## config.mk

```make
export PLATFORM = sky130hd
export DESIGN_NAME = scaled_seven_segment_text_renderer_unit
export DESIGN_NICKNAME = d
export VERILOG_FILES = /design/src/hw/rtl/sssr_pkg.sv /design/src/hw/rtl/scaled_seven_segment_text_renderer_unit.sv /design/src/hw/rtl/sssr_msg_mem.sv /design/src/hw/rtl/sssr_div.sv
export SDC_FILE = /design/constraint.sdc
export NUM_CORES = 2
export LEC_CHECK = 0
export BUFFER_PORTS_ARGS = -buffer_cell sky130_fd_sc_hd__buf_2
export CAP_MARGIN = 40
export CORE_UTILIZATION = 50
export CTS_CLUSTER_SIZE = 24
export DETAILED_ROUTE_END_ITERATION = 12
export HOLD_SLACK_MARGIN = 0.1
export PLACE_DENSITY = 0.67
export SYNTH_ARGS = -nofsm -noshare
export SYNTH_HDL_FRONTEND = slang
export SYNTH_SLANG_ARGS = --single-unit
export TNS_END_PERCENT = 1
```

## constraint.sdc

```tcl
create_clock -name clk_i -period 9.78 [get_ports clk_i]
set_clock_uncertainty 0.15 [all_clocks]
set_input_delay 1.956 -clock clk_i [delete_from_list [all_inputs] [get_ports clk_i]]
set_output_delay 1.956 -clock clk_i [all_outputs]
set_load 0.1 [all_outputs]
```

## src/hw/rtl/sssr_pkg.sv

```systemverilog
`default_nettype none
package sssr_pkg;

  localparam int CW = 15;
  localparam int PW = 20;
  localparam int DW = 15;
  localparam int CNTW = 4;

  localparam logic [7:0] BLANK = 8'd32;
  localparam logic [7:0] MIN_ROWS = 8'd5;

  localparam logic [1:0] REG_GRID_H = 2'd0;
  localparam logic [1:0] REG_GRID_W = 2'd1;
  localparam logic [1:0] REG_SEG_FILL = 2'd2;
  localparam logic [1:0] REG_SPE_FILL = 2'd3;

  localparam logic [7:0] CH_COLON = 8'h3A;
  localparam logic [7:0] CH_PERIOD = 8'h2E;
  localparam logic [7:0] CH_SEMI = 8'h3B;

  localparam logic [7:0] LIT_TOP = 8'h40;
  localparam logic [7:0] LIT_UL = 8'h20;
  localparam logic [7:0] LIT_UR = 8'h10;
  localparam logic [7:0] LIT_MID = 8'h08;
  localparam logic [7:0] LIT_LL = 8'h04;
  localparam logic [7:0] LIT_LR = 8'h02;
  localparam logic [7:0] LIT_BOT = 8'h01;
  localparam logic [7:0] LIT_L = LIT_UL | LIT_LL;
  localparam logic [7:0] LIT_R = LIT_UR | LIT_LR;
  localparam logic [7:0] LIT_V = LIT_L | LIT_R;
  localparam logic [7:0] LIT_H = LIT_TOP | LIT_MID | LIT_BOT;
  localparam logic [7:0] KNOWN = 8'h80;

  typedef enum logic [3:0] {
    S_IDLE,
    S_L_START,
    S_L_DIV1,
    S_L_TAKE,
    S_L_GAP,
    S_L_DIV2,
    S_L_FIN,
    S_L_USED,
    S_Q_START,
    S_WALK_RD,
    S_WALK_EV,
    S_Q_DONE
  } state_e;

  typedef struct packed {
    logic          start;
    logic [DW-1:0] num;
    logic [DW-1:0] den;
  } div_req_t;

  typedef struct packed {
    logic          done;
    logic [DW-1:0] quot;
  } div_rsp_t;

  function automatic logic is_special(input logic [7:0] c);
    return (c == CH_COLON) || (c == CH_PERIOD) || (c == CH_SEMI);
  endfunction

  function automatic logic [7:0] glyph_mask(input logic [7:0] c);
    logic [7:0] m;
    m = 8'h00;
    unique case (c)
      "0": m = KNOWN | LIT_TOP | LIT_BOT | LIT_V;
      "1": m = KNOWN | LIT_R;
      "2": m = KNOWN | LIT_H | LIT_UR | LIT_LL;
      "3": m = KNOWN | LIT_H | LIT_R;
      "4": m = KNOWN | LIT_R | LIT_UL | LIT_MID;
      "5": m = KNOWN | LIT_H | LIT_UL | LIT_LR;
      "6": m = KNOWN | LIT_H | LIT_L | LIT_LR;
      "7": m = KNOWN | LIT_R | LIT_TOP;
      "8": m = KNOWN | LIT_H | LIT_V;
      "9": m = KNOWN | LIT_R | LIT_H | LIT_UL;
      "A": m = KNOWN | LIT_MID | LIT_V | LIT_TOP;
      "a": m = KNOWN | LIT_H | LIT_R | LIT_LL;
      "B", "b": m = KNOWN | LIT_MID | LIT_BOT | LIT_LR | LIT_L;
      "C": m = KNOWN | LIT_BOT | LIT_TOP | LIT_L;
      "c": m = KNOWN | LIT_BOT | LIT_MID | LIT_LL;
      "D", "d": m = KNOWN | LIT_MID | LIT_BOT | LIT_LL | LIT_R;
      "E": m = KNOWN | LIT_H | LIT_L;
      "e": m = KNOWN | LIT_H | LIT_L | LIT_UR;
      "F", "f": m = KNOWN | LIT_MID | LIT_TOP | LIT_L;
      "G", "g": m = KNOWN | LIT_BOT | LIT_TOP | LIT_L | LIT_LR;
      "H", "K", "X", "x": m = KNOWN | LIT_R | LIT_L | LIT_MID;
      "h", "k": m = KNOWN | LIT_MID | LIT_L | LIT_LR;
      "I": m = KNOWN | LIT_L;
      "i": m = KNOWN | LIT_LL;
      "J": m = KNOWN | LIT_BOT | LIT_R;
      "j": m = KNOWN | LIT_BOT | LIT_LR | LIT_TOP;
      "L", "l": m = KNOWN | LIT_BOT | LIT_L;
      "M", "N": m = KNOWN | LIT_R | LIT_L | LIT_TOP;
      "m", "n": m = KNOWN | LIT_MID | LIT_LL | LIT_LR;
      "O", "o": m = KNOWN | LIT_MID | LIT_LL | LIT_LR | LIT_BOT;
      "P", "p": m = KNOWN | LIT_MID | LIT_TOP | LIT_UR | LIT_L;
      "Q", "q": m = KNOWN | LIT_MID | LIT_TOP | LIT_UL | LIT_R;
      "R", "r": m = KNOWN | LIT_MID | LIT_LL;
      "S", "s": m = KNOWN | LIT_H | LIT_UL | LIT_LR;
      "T", "t": m = KNOWN | LIT_MID | LIT_L | LIT_BOT;
      "U", "V", "W": m = KNOWN | LIT_R | LIT_L | LIT_BOT;
      "u", "v", "w": m = KNOWN | LIT_BOT | LIT_LR | LIT_LL;
      "Y", "y": m = KNOWN | LIT_MID | LIT_BOT | LIT_R | LIT_UL;
      "Z", "z": m = KNOWN | LIT_H | LIT_UR | LIT_LL;
      "_": m = KNOWN | LIT_BOT;
      "-": m = KNOWN | LIT_MID;
      " ": m = KNOWN;
      default: m = 8'h00;
    endcase
    return m;
  endfunction

  function automatic logic [7:0] div10(input logic [7:0] x);
    logic [18:0] p;
    p = 19'(x) * 19'd205;
    return 8'(p >> 11);
  endfunction

  function automatic logic [12:0] div6(input logic [12:0] x);
    logic [25:0] p;
    p = 26'(x) * 26'd2731;
    return 13'(p >> 14);
  endfunction

  function automatic logic [9:0] div5(input logic [9:0] x);
    logic [17:0] p;
    p = 18'(x) * 18'd205;
    return 10'(p >> 10);
  endfunction

endpackage
`default_nettype wire

```

## src/hw/rtl/scaled_seven_segment_text_renderer_unit.sv

```systemverilog
// Append: no result. Query: a start step, then one message memory read and one
// evaluation per message position walked, then a done step; the first query after
// any register write or append first rebuilds the layout through the serial
// divider (up to two divisions).
// One item is in flight at a time; a result waits in the output register.
// Async reset: config and control registers take defaults, the message is empty.
`default_nettype none
module scaled_seven_segment_text_renderer_unit #(
  parameter int MAX_MSG_LEN = 32
) (
  input  wire logic        clk_i,
  input  wire logic        rst_ni,
  input  wire logic        in_valid_i,
  output logic             in_ready_o,
  input  wire logic        kind_i,
  input  wire logic [7:0]  char_code_i,
  input  wire logic        first_char_i,
  input  wire logic [7:0]  row_i,
  input  wire logic [11:0] col_i,
  output logic             out_valid_o,
  input  wire logic        out_ready_i,
  output logic [7:0]       cell_char_o,
  output logic             no_space_o,
  output logic [11:0]      used_width_o,
  input  wire logic        cfg_we_i,
  input  wire logic [1:0]  cfg_index_i,
  input  wire logic [11:0] cfg_data_i
);
  import sssr_pkg::*;

  localparam int LW = $clog2(MAX_MSG_LEN + 1);
  localparam int AW = (MAX_MSG_LEN > 1) ? $clog2(MAX_MSG_LEN) : 1;

  state_e state_q, state_d;

  logic [7:0]  h_q, w_seg_q, spf_q;
  logic [11:0] w_q;
  logic        lv_q, lv_d;
  logic [LW-1:0] len_q, len_d, g_q, g_d, s_q, s_d, idx_q, idx_d;

  logic [12:0] gw_q, gw_d, dot_q, dot_d, gap_q, gap_d, shift_q, shift_d;
  logic [PW-1:0] taken_q, taken_d, used_q, used_d, pos_q, pos_d;
  logic [7:0]  thick_q, thick_d, mhi_q, mhi_d, r1_q, r1_d, r2_q, r2_d;
  logic [6:0]  mid_q, mid_d;
  logic signed [9:0] mlo_q, mlo_d;

  logic [7:0]  res_cell_q, res_cell_d;
  logic        res_ns_q, res_ns_d;
  logic [7:0]  row_q, row_d;
  logic [11:0] col_q, col_d;

  logic        ov_q, ov_d;
  logic [7:0]  oc_q, oc_d;
  logic        ons_q, ons_d;
  logic [11:0] ou_q, ou_d;

  div_req_t div_req;
  div_rsp_t div_rsp;

  logic          mem_we, mem_re;
  logic [AW-1:0] mem_waddr, mem_raddr;
  logic [7:0]    mem_rdata;

  logic [LW:0]   n_w;
  logic [CW-1:0] gaps_w, min_cols_w;
  logic          fits_w, in_acc;

  logic [LW-1:0] base_len, base_g, base_s;
  logic          ch_sp, ch_known;

  logic          ev_sp, lit;
  logic [7:0]    ev_mask;
  logic [PW-1:0] ev_w, ev_x;
  logic [7:0]    ev_y;
  logic [9:0]    r1_raw, r2_raw;
  logic [7:0]    r1_adj;

  sssr_msg_mem #(.DEPTH(MAX_MSG_LEN), .AW(AW)) u_mem (
    .clk_i   (clk_i),
    .we_i    (mem_we),
    .waddr_i (mem_waddr),
    .wdata_i (char_code_i),
    .re_i    (mem_re),
    .raddr_i (mem_raddr),
    .rdata_o (mem_rdata)
  );

  sssr_div u_div (
    .clk_i  (clk_i),
    .rst_ni (rst_ni),
    .req_i  (div_req),
    .rsp_o  (div_rsp)
  );

  assign n_w        = (LW + 1)'(g_q) + (LW + 1)'(s_q);
  assign gaps_w     = (n_w != '0) ? CW'(n_w) - CW'(1) : '0;
  assign min_cols_w = CW'(3) * CW'(g_q) + CW'(s_q) + gaps_w;
  assign fits_w     = (h_q >= MIN_ROWS) && (CW'(w_q) >= min_cols_w);
  assign in_acc     = in_valid_i && in_ready_o;

  assign base_len = first_char_i ? '0 : len_q;
  assign base_g   = first_char_i ? '0 : g_q;
  assign base_s   = first_char_i ? '0 : s_q;
  assign ch_sp    = is_special(char_code_i);
  assign ch_known = (glyph_mask(char_code_i) & KNOWN) != '0;

  // Cell evaluation for the entry read from memory
  always_comb begin
    ev_sp   = is_special(mem_rdata);
    ev_mask = glyph_mask(mem_rdata);
    ev_w    = ev_sp ? PW'(dot_q) : PW'(gw_q);
    ev_x    = PW'(col_q) - pos_q;
    ev_y    = row_q;
    lit     = 1'b0;
    if ((ev_mask & LIT_TOP) != '0 && ev_y <= thick_q) lit = 1'b1;
    if ((ev_mask & LIT_MID) != '0 && $signed({2'b00, ev_y}) >= mlo_q && ev_y <= mhi_q) begin
      lit = 1'b1;
    end
    if ((ev_mask & LIT_BOT) != '0 && (9'(ev_y) + 9'(thick_q)) >= (9'(h_q) - 9'd1)) begin
      lit = 1'b1;
    end
    if (ev_x <= PW'(thick_q)) begin
      if ((ev_mask & LIT_UL) != '0 && ev_y <= 8'(mid_q)) lit = 1'b1;
      if ((ev_mask & LIT_LL) != '0 && ev_y >= 8'(mid_q)) lit = 1'b1;
    end
    if (ev_x + PW'(thick_q) + PW'(1) >= PW'(gw_q)) begin
      if ((ev_mask & LIT_UR) != '0 && ev_y <= 8'(mid_q)) lit = 1'b1;
      if ((ev_mask & LIT_LR) != '0 && ev_y >= 8'(mid_q)) lit = 1'b1;
    end
  end

  assign r1_raw = div5(10'(({2'b00, h_q} - 10'd1) << 1));
  assign r2_raw = div5(10'(({2'b00, h_q} - 10'd1) << 2));
  assign r1_adj = (8'(r1_raw) >= (h_q >> 1)) ? 8'(r1_raw) - 8'd1 : 8'(r1_raw);

  // Next state and datapath
  always_comb begin
    state_d    = state_q;
    lv_d       = lv_q;
    len_d      = len_q;
    g_d        = g_q;
    s_d        = s_q;
    idx_d      = idx_q;
    gw_d       = gw_q;
    dot_d      = dot_q;
    gap_d      = gap_q;
    shift_d    = shift_q;
    taken_d    = taken_q;
    used_d     = used_q;
    pos_d      = pos_q;
    thick_d    = thick_q;
    mhi_d      = mhi_q;
    mlo_d      = mlo_q;
    mid_d      = mid_q;
    r1_d       = r1_q;
    r2_d       = r2_q;
    res_cell_d = res_cell_q;
    res_ns_d   = res_ns_q;
    row_d      = row_q;
    col_d      = col_q;
    ov_d       = ov_q && !out_ready_i;
    oc_d       = oc_q;
    ons_d      = ons_q;
    ou_d       = ou_q;
    unique case (state_q)
      S_IDLE: begin
        if (in_acc) begin
          if (!kind_i) begin
            len_d = base_len;
            g_d   = base_g;
            s_d   = base_s;
            lv_d  = 1'b0;
            if (base_len < LW'(MAX_MSG_LEN)) begin
              if (ch_sp) begin
                len_d = base_len + LW'(1);
                s_d   = base_s + LW'(1);
              end else if (ch_known) begin
                len_d = base_len + LW'(1);
                g_d   = base_g + LW'(1);
              end
            end
          end else begin
            row_d   = row_i;
            col_d   = col_i;
            state_d = lv_q ? S_Q_START : S_L_START;
          end
        end
      end
      S_L_START: begin
        gw_d  = '0;
        dot_d = 13'd1;
        gap_d = 13'd1;
        if (n_w != '0 && CW'(w_q) >= min_cols_w) begin
          state_d = S_L_DIV1;
        end else begin
          state_d = S_L_FIN;
        end
      end
      S_L_DIV1: begin
        if (div_rsp.done) begin
          gw_d  = 13'(div_rsp.quot);
          dot_d = (div_rsp.quot[DW-1:1] == '0) ? 13'd1 : 13'(div_rsp.quot >> 1);
          state_d = (gaps_w != '0) ? S_L_TAKE : S_L_FIN;
        end
      end
      S_L_TAKE: begin
        taken_d = PW'(g_q) * PW'(gw_q) + PW'(s_q) * PW'(dot_q);
        state_d = S_L_GAP;
      end
      S_L_GAP: begin
        state_d = (taken_q < PW'(w_q)) ? S_L_DIV2 : S_L_FIN;
      end
      S_L_DIV2: begin
        if (div_rsp.done) begin
          gap_d   = (div_rsp.quot == '0) ? 13'd1 : 13'(div_rsp.quot);
          state_d = S_L_FIN;
        end
      end
      S_L_FIN: begin
        taken_d = PW'(g_q) * PW'(gw_q) + PW'(s_q) * PW'(dot_q);
        thick_d = (13'(div10(h_q)) < div6(gw_q)) ? div10(h_q) : 8'(div6(gw_q));
        mid_d   = 7'((h_q - 8'd1) >> 1);
        r1_d    = r1_adj;
        r2_d    = (8'(r2_raw) < r1_adj + 8'd2) ? 8'(r2_raw) + 8'd1 : 8'(r2_raw);
        shift_d = (dot_q > 13'd1) ? (dot_q >> 1) - 13'd1 : '0;
        state_d = S_L_USED;
      end
      S_L_USED: begin
        used_d  = taken_q + PW'(gaps_w) * PW'(gap_q);
        mlo_d   = $signed({3'b000, mid_q}) - $signed({2'b00, thick_q})
                  + $signed({3'b000, thick_q[7:1]});
        mhi_d   = 8'(mid_q) + (thick_q >> 1);
        lv_d    = 1'b1;
        state_d = S_Q_START;
      end
      S_Q_START: begin
        res_cell_d = BLANK;
        res_ns_d   = !fits_w;
        idx_d      = '0;
        pos_d      = '0;
        if (fits_w && row_q < h_q && PW'(col_q) < used_q) begin
          state_d = S_WALK_RD;
        end else begin
          state_d = S_Q_DONE;
        end
      end
      S_WALK_RD: begin
        state_d = (idx_q < len_q) ? S_WALK_EV : S_Q_DONE;
      end
      S_WALK_EV: begin
        if (PW'(col_q) < pos_q + ev_w) begin
          if (ev_sp) begin
            if (PW'(col_q) - pos_q == PW'(shift_q)) begin
              if (mem_rdata == CH_COLON && (row_q == r1_q || row_q == r2_q)) begin
                res_cell_d = spf_q;
              end
              if (mem_rdata == CH_PERIOD && row_q == h_q - 8'd1) begin
                res_cell_d = spf_q;
              end
            end
          end else if (lit) begin
            res_cell_d = w_seg_q;
          end
          state_d = S_Q_DONE;
        end else if (PW'(col_q) < pos_q + ev_w + PW'(gap_q)) begin
          state_d = S_Q_DONE;
        end else begin
          pos_d   = pos_q + ev_w + PW'(gap_q);
          idx_d   = idx_q + LW'(1);
          state_d = S_WALK_RD;
        end
      end
      S_Q_DONE: begin
        if (!ov_q || out_ready_i) begin
          ov_d    = 1'b1;
          oc_d    = res_cell_q;
          ons_d   = res_ns_q;
          ou_d    = res_ns_q ? '0 : used_q[11:0];
          state_d = S_IDLE;
        end
      end
      default: state_d = S_IDLE;
    endcase
    if (cfg_we_i) begin
      lv_d = 1'b0;
    end
  end

  // Outputs
  always_comb begin
    in_ready_o   = (state_q == S_IDLE);
    mem_we       = in_acc && !kind_i && base_len < LW'(MAX_MSG_LEN) && (ch_sp || ch_known);
    mem_waddr    = base_len[AW-1:0];
    mem_re       = (state_q == S_WALK_RD);
    mem_raddr    = idx_q[AW-1:0];
    div_req      = '0;
    if (state_q == S_L_START) begin
      div_req.start = (n_w != '0) && (CW'(w_q) >= min_cols_w);
      div_req.num   = DW'((CW'(w_q) - gaps_w) << 1);
      div_req.den   = DW'(s_q) + DW'(DW'(g_q) << 1);
    end else if (state_q == S_L_GAP) begin
      div_req.start = (taken_q < PW'(w_q));
      div_req.num   = DW'(PW'(w_q) - taken_q);
      div_req.den   = DW'(gaps_w);
    end
  end

  always_ff @(posedge clk_i or negedge rst_ni) begin
    if (!rst_ni) begin
      state_q <= S_IDLE;
      h_q     <= 8'd5;
      w_q     <= 12'd64;
      w_seg_q <= 8'd35;
      spf_q   <= 8'd46;
      lv_q    <= 1'b0;
      len_q   <= '0;
      g_q     <= '0;
      s_q     <= '0;
      ov_q    <= 1'b0;
    end else begin
      state_q <= state_d;
      lv_q    <= lv_d;
      len_q   <= len_d;
      g_q     <= g_d;
      s_q     <= s_d;
      ov_q    <= ov_d;
      if (cfg_we_i) begin
        unique case (cfg_index_i)
          REG_GRID_H:   h_q     <= cfg_data_i[7:0];
          REG_GRID_W:   w_q     <= cfg_data_i;
          REG_SEG_FILL: w_seg_q <= cfg_data_i[7:0];
          REG_SPE_FILL: spf_q   <= cfg_data_i[7:0];
          default: ;
        endcase
      end
    end
  end

  always_ff @(posedge clk_i) begin
    idx_q      <= idx_d;
    gw_q       <= gw_d;
    dot_q      <= dot_d;
    gap_q      <= gap_d;
    shift_q    <= shift_d;
    taken_q    <= taken_d;
    used_q     <= used_d;
    pos_q      <= pos_d;
    thick_q    <= thick_d;
    mhi_q      <= mhi_d;
    mlo_q      <= mlo_d;
    mid_q      <= mid_d;
    r1_q       <= r1_d;
    r2_q       <= r2_d;
    res_cell_q <= res_cell_d;
    res_ns_q   <= res_ns_d;
    row_q      <= row_d;
    col_q      <= col_d;
    oc_q       <= oc_d;
    ons_q      <= ons_d;
    ou_q       <= ou_d;
  end

  assign out_valid_o  = ov_q;
  assign cell_char_o  = oc_q;
  assign no_space_o   = ons_q;
  assign used_width_o = ou_q;

  a_nospace_blank: assert property (@(posedge clk_i) disable iff (!rst_ni)
    out_valid_o && no_space_o |-> used_width_o == '0 && cell_char_o == BLANK)
    else $error("no-space result carries a cell or width");

  a_walk_order: assert property (@(posedge clk_i) disable iff (!rst_ni)
    state_q == S_WALK_EV |-> $past(state_q) == S_WALK_RD)
    else $error("evaluation without a memory read");

  a_len_bound: assert property (@(posedge clk_i) disable iff (!rst_ni)
    len_q <= LW'(MAX_MSG_LEN) && (LW + 1)'(g_q) + (LW + 1)'(s_q) == (LW + 1)'(len_q))
    else $error("message counters out of step");

  a_query_layout: assert property (@(posedge clk_i) disable iff (!rst_ni)
    state_q == S_Q_START |-> lv_q)
    else $error("query evaluated on a stale layout");

endmodule
`default_nettype wire

```

## src/hw/rtl/sssr_msg_mem.sv

```systemverilog
`default_nettype none
module sssr_msg_mem #(
  parameter int DEPTH = 32,
  parameter int AW = 5
) (
  input  wire logic          clk_i,
  input  wire logic          we_i,
  input  wire logic [AW-1:0] waddr_i,
  input  wire logic [7:0]    wdata_i,
  input  wire logic          re_i,
  input  wire logic [AW-1:0] raddr_i,
  output logic      [7:0]    rdata_o
);

  logic [7:0] mem_q [DEPTH];

  always_ff @(posedge clk_i) begin
    if (we_i) begin
      mem_q[waddr_i] <= wdata_i;
    end
  end

  always_ff @(posedge clk_i) begin
    if (re_i) begin
      rdata_o <= mem_q[raddr_i];
    end
  end

endmodule
`default_nettype wire

```

## src/hw/rtl/sssr_div.sv

```systemverilog
`default_nettype none
module sssr_div (
  input  wire logic              clk_i,
  input  wire logic              rst_ni,
  input  wire sssr_pkg::div_req_t req_i,
  output sssr_pkg::div_rsp_t     rsp_o
);
  import sssr_pkg::*;

  logic [DW:0]     rem_q, rem_d, rem_sh;
  logic [DW-1:0]   quo_q, quo_d;
  logic [DW-1:0]   den_q, den_d;
  logic [CNTW-1:0] cnt_q, cnt_d;
  logic            busy_q, busy_d, done_q, done_d;

  always_comb begin
    rem_d  = rem_q;
    quo_d  = quo_q;
    den_d  = den_q;
    cnt_d  = cnt_q;
    busy_d = busy_q;
    done_d = 1'b0;
    rem_sh = {rem_q[DW-1:0], quo_q[DW-1]};
    if (req_i.start) begin
      rem_d  = '0;
      quo_d  = req_i.num;
      den_d  = req_i.den;
      cnt_d  = CNTW'(DW);
      busy_d = 1'b1;
    end else if (busy_q) begin
      if (rem_sh >= {1'b0, den_q}) begin
        rem_d = rem_sh - {1'b0, den_q};
        quo_d = {quo_q[DW-2:0], 1'b1};
      end else begin
        rem_d = rem_sh;
        quo_d = {quo_q[DW-2:0], 1'b0};
      end
      cnt_d = cnt_q - CNTW'(1);
      if (cnt_q == CNTW'(1)) begin
        busy_d = 1'b0;
        done_d = 1'b1;
      end
    end
  end

  always_ff @(posedge clk_i or negedge rst_ni) begin
    if (!rst_ni) begin
      busy_q <= 1'b0;
      done_q <= 1'b0;
      cnt_q  <= '0;
    end else begin
      busy_q <= busy_d;
      done_q <= done_d;
      cnt_q  <= cnt_d;
    end
  end

  always_ff @(posedge clk_i) begin
    rem_q <= rem_d;
    quo_q <= quo_d;
    den_q <= den_d;
  end

  assign rsp_o.done = done_q;
  assign rsp_o.quot = quo_q;

endmodule
`default_nettype wire
```

==> flow_summary.toml <==
[route]
met3RoutedLength_um = 8110
detailroute.via_count = 34000
ant_nets = 0
wl_um = 125000
m1WireLength_um = 57200
top_layer_used = "met5"
routed-wl-met2_um = 57300
drt_first_iter_violations = 2585
tritonroute_pass_1_iters = 5
post-route-drc-count = 0
viasPerCell = 5.62
wl_per_instance_um = 20.7

[setup_path]
timing.critical_path.to_type = "flip-flop"
timing.critical_path.slowest_cell_delay_ns = 0.60
worst_ep_required_time_ns = 10.02
timing.critical_path.arrival_ns = 9.27
critical_path_peak_fanout = 6
critical-path-top-delay-family = "adder cells"
critical_path_buffers_and_inverters = 4
start_kind = "flip-flop"
timing.critical_path.slowest_stage_cell = "dfstp_2"
worstSetupPathType = "reg -> reg"

[logic_synthesis]
synth.mux.area_fraction_pct = 5.62
yosysTopAreaCell = "edfxtp_1"
synth-xor-area-share_pct = 5.27
yosys-top-cells-area = "edfxtp_1 30%, ha_1 15%, fa_1 13%, inv_1 5.4%, mux4_2 3.7%"
library_cells_used_by_synthesis = 103
synth_top_family_by_area = "adder cells"
yosysTopAreaCellShare_pct = 30.4
post_synth_edffs = 505
post_synth_and_or_nand_nor_area_fraction_pct = 10.9
synth-adder-area-share_pct = 28.7
postSynthAreaPerCell_um2 = 10.8
synth_compound_area_share_pct = 8.74
synth.ff_latch_count = 586
ys_async_sr_fraction_pct = 11.3
netlist_instances = 4623
synth.cell_area_um2 = 49800
top_reg_cell_synth = "edfxtp_1"
synth_seq_area_share_pct = 34.4
total_of_warnings_raised_by_yosys = 0

[clock_tree]
source_to_sink_clock_delay_at_the_later_pin_of_the_worst_skew_pair_ns = 0.66
clock_sinks = 586
hold_buffers = 0
htreeDepth = 3
clkSlewWorstSetupHoldPaths_ns = 0.06
clock_tree_from_tritoncts = "yes"
clock-root-buffer = "clkbuf_16"
numCtsBuffers = 68
clk_path_buf_depth = 3

[timing]
maxSlewHeadroom_pct = 35.4
setup_viol_count_final = 0
worst_slew_pin_slew_ns = 0.969
count_of_final_max_slew_check_failures = 0
timing.setup.tns_ns = 0
final.min_clock_period_ns = 9.03
f_max_mhz = 111
rsz0062_at_grt = "false"
final-hold-violation-count = 0
post-route-period-util_pct = 92.3

[layout]
final-instance-count-excl-fill = 6055
area_growth_pct = 8.83
finish.net_count = 5704
mostFrequentLayoutCell = "inv_1"
ratio_of_cells_with_drive_above_1_in_the_final_layout_pct = 9.00
final_core_utilization_pct = 55.0
most-common-layout-cells = "710 x inv_1, 610 x ha_1, 505 x edfxtp_1"

[placed_design]
place.detailed.hpwl_um = 96200
place.gp.congestion = 0.911
placed_cells_incl_taps = 5928
io_buffer_count = 71

[floorplanning]
rows = 115
coreArea_um2 = 98600
initial_core_util_pct = 50.5
die_x_um = 318
ioPinCount = 72
fp.dieArea_um2 = 101000
floorplan.die.height_um = 318

[status]
status = "complete, no violations"

[global_routing]
globalRoute.totalOverflow = 0
vias_in_the_first_global_route = 34200
grt_max_degree = 48
first_pass_grt_wire_length_um = 197000
grt_antenna_before_repair = 4
total_routing_resource_utilization_after_global_routing_pct = 25.3

[job]
cap_violations = 0

[worst_hold_path]
worst_hold_path_type = "reg -> reg"
logic make-up (layout without fill, tap and decap cells):
group,Yosys count,after routing
AOI/OAI and AO/OA,665,665
adders and majority gates,944,944
xor gates and xnor gates,297,297
buffers and inverters,836,976
and+or+nand+nor,1124,1124
other,1,6
DFF,586,586
muxes,170,170
stage by stage:
stage,hold WS [ns],area [um2],worst slack [ns]
final,0.267,54200,0.752
after global routing,0.283,54200,0.00332
after CTS,0.269,54200,0.542
after detailed placement,0.256,51900,0.575
after global placement,0.253,51700,0.688
after floorplan,0.250,49800,1.37
registers in the layout, summed over array words and instances, names as in the netlist, 15 cells and up:
| register | count |
|---|---|
| u_mem.mem_q | 256 |
| taken_q | 20 |
| used_q | 20 |
| u_div.quo_q | 15 |
| u_div.rem_q | 15 |
| pos_q | 20 |
Yosys cell counts (all sizes together) (11+ instances only):
cell type  count
dfxtp         15
nand4         27
nand2b        45
a2111oi       11
xnor2        199
a31oi         20
nand2        335
fa           334
inv          714
a21o          60
clkbuf        90
a211oi        28
nand3         59
o21ai        140
edfxtp       505
o22ai         12
nor3          69
o21a          51
ha           610
a21oi        187
buf           32
mux2          55
mux2i         33
xor2          98
dfrtp         56
nor2         298
nor4          24
or3           13
mux4          82
o211ai        16
nor2b         46
o21bai        25
and3          16
and2         146
o31a          11
or2           11
layer usage:
| layer | global-route usage, % | vias to the layer above |
|---|---|---|
| met3 | 3.87 | 152 |
| li1 | - | 16000 |
| met1 | 36.4 | 16900 |
| met2 | 40.2 | 1017 |
| met5 | 0 | - |
| met4 | 5.97 | 6 |
path summary, 6_finish.rpt:
kind                                        startpoint                       end  slack (ns)  depth (start not counted)
max reg2reg                         h_q[2]$_DFFE_PN1P_         r2_q[1]$_DFFE_PP_        0.75                         39
max                                 h_q[2]$_DFFE_PN1P_         r2_q[1]$_DFFE_PP_        0.75                         39
max in group asynchronous                       rst_ni        h_q[7]$_DFFE_PN0P_        7.33                          2
min in group asynchronous                       rst_ni       w_q[11]$_DFFE_PN0P_        1.12                          1
min reg2reg                res_cell_q[3]$_SDFFCE_PN0P_  cell_char_o[3]$_DFFE_PP_        0.27                          0
min                        res_cell_q[3]$_SDFFCE_PN0P_  cell_char_o[3]$_DFFE_PP_        0.27                          0
layout make-up:
cell class	instances	area (um2)
well taps	1287	1610
clock inverters	40	507
diodes	2	5.00
fillers	8331	44300
repair buffers	137	927
flip-flops and latches	586	17100
clock buffers	85	1770
inverters	714	2680
multi-input cells	3204	29600
what timing repair did:
action	CTS	global route
setup endpoints to repair	0	8
resized for setup	0	5
setup buffers	0	0
Power is left out: the tool's default activity adds up to more than one toggle a clock period on the data nets, which glitch-free logic cannot reach.
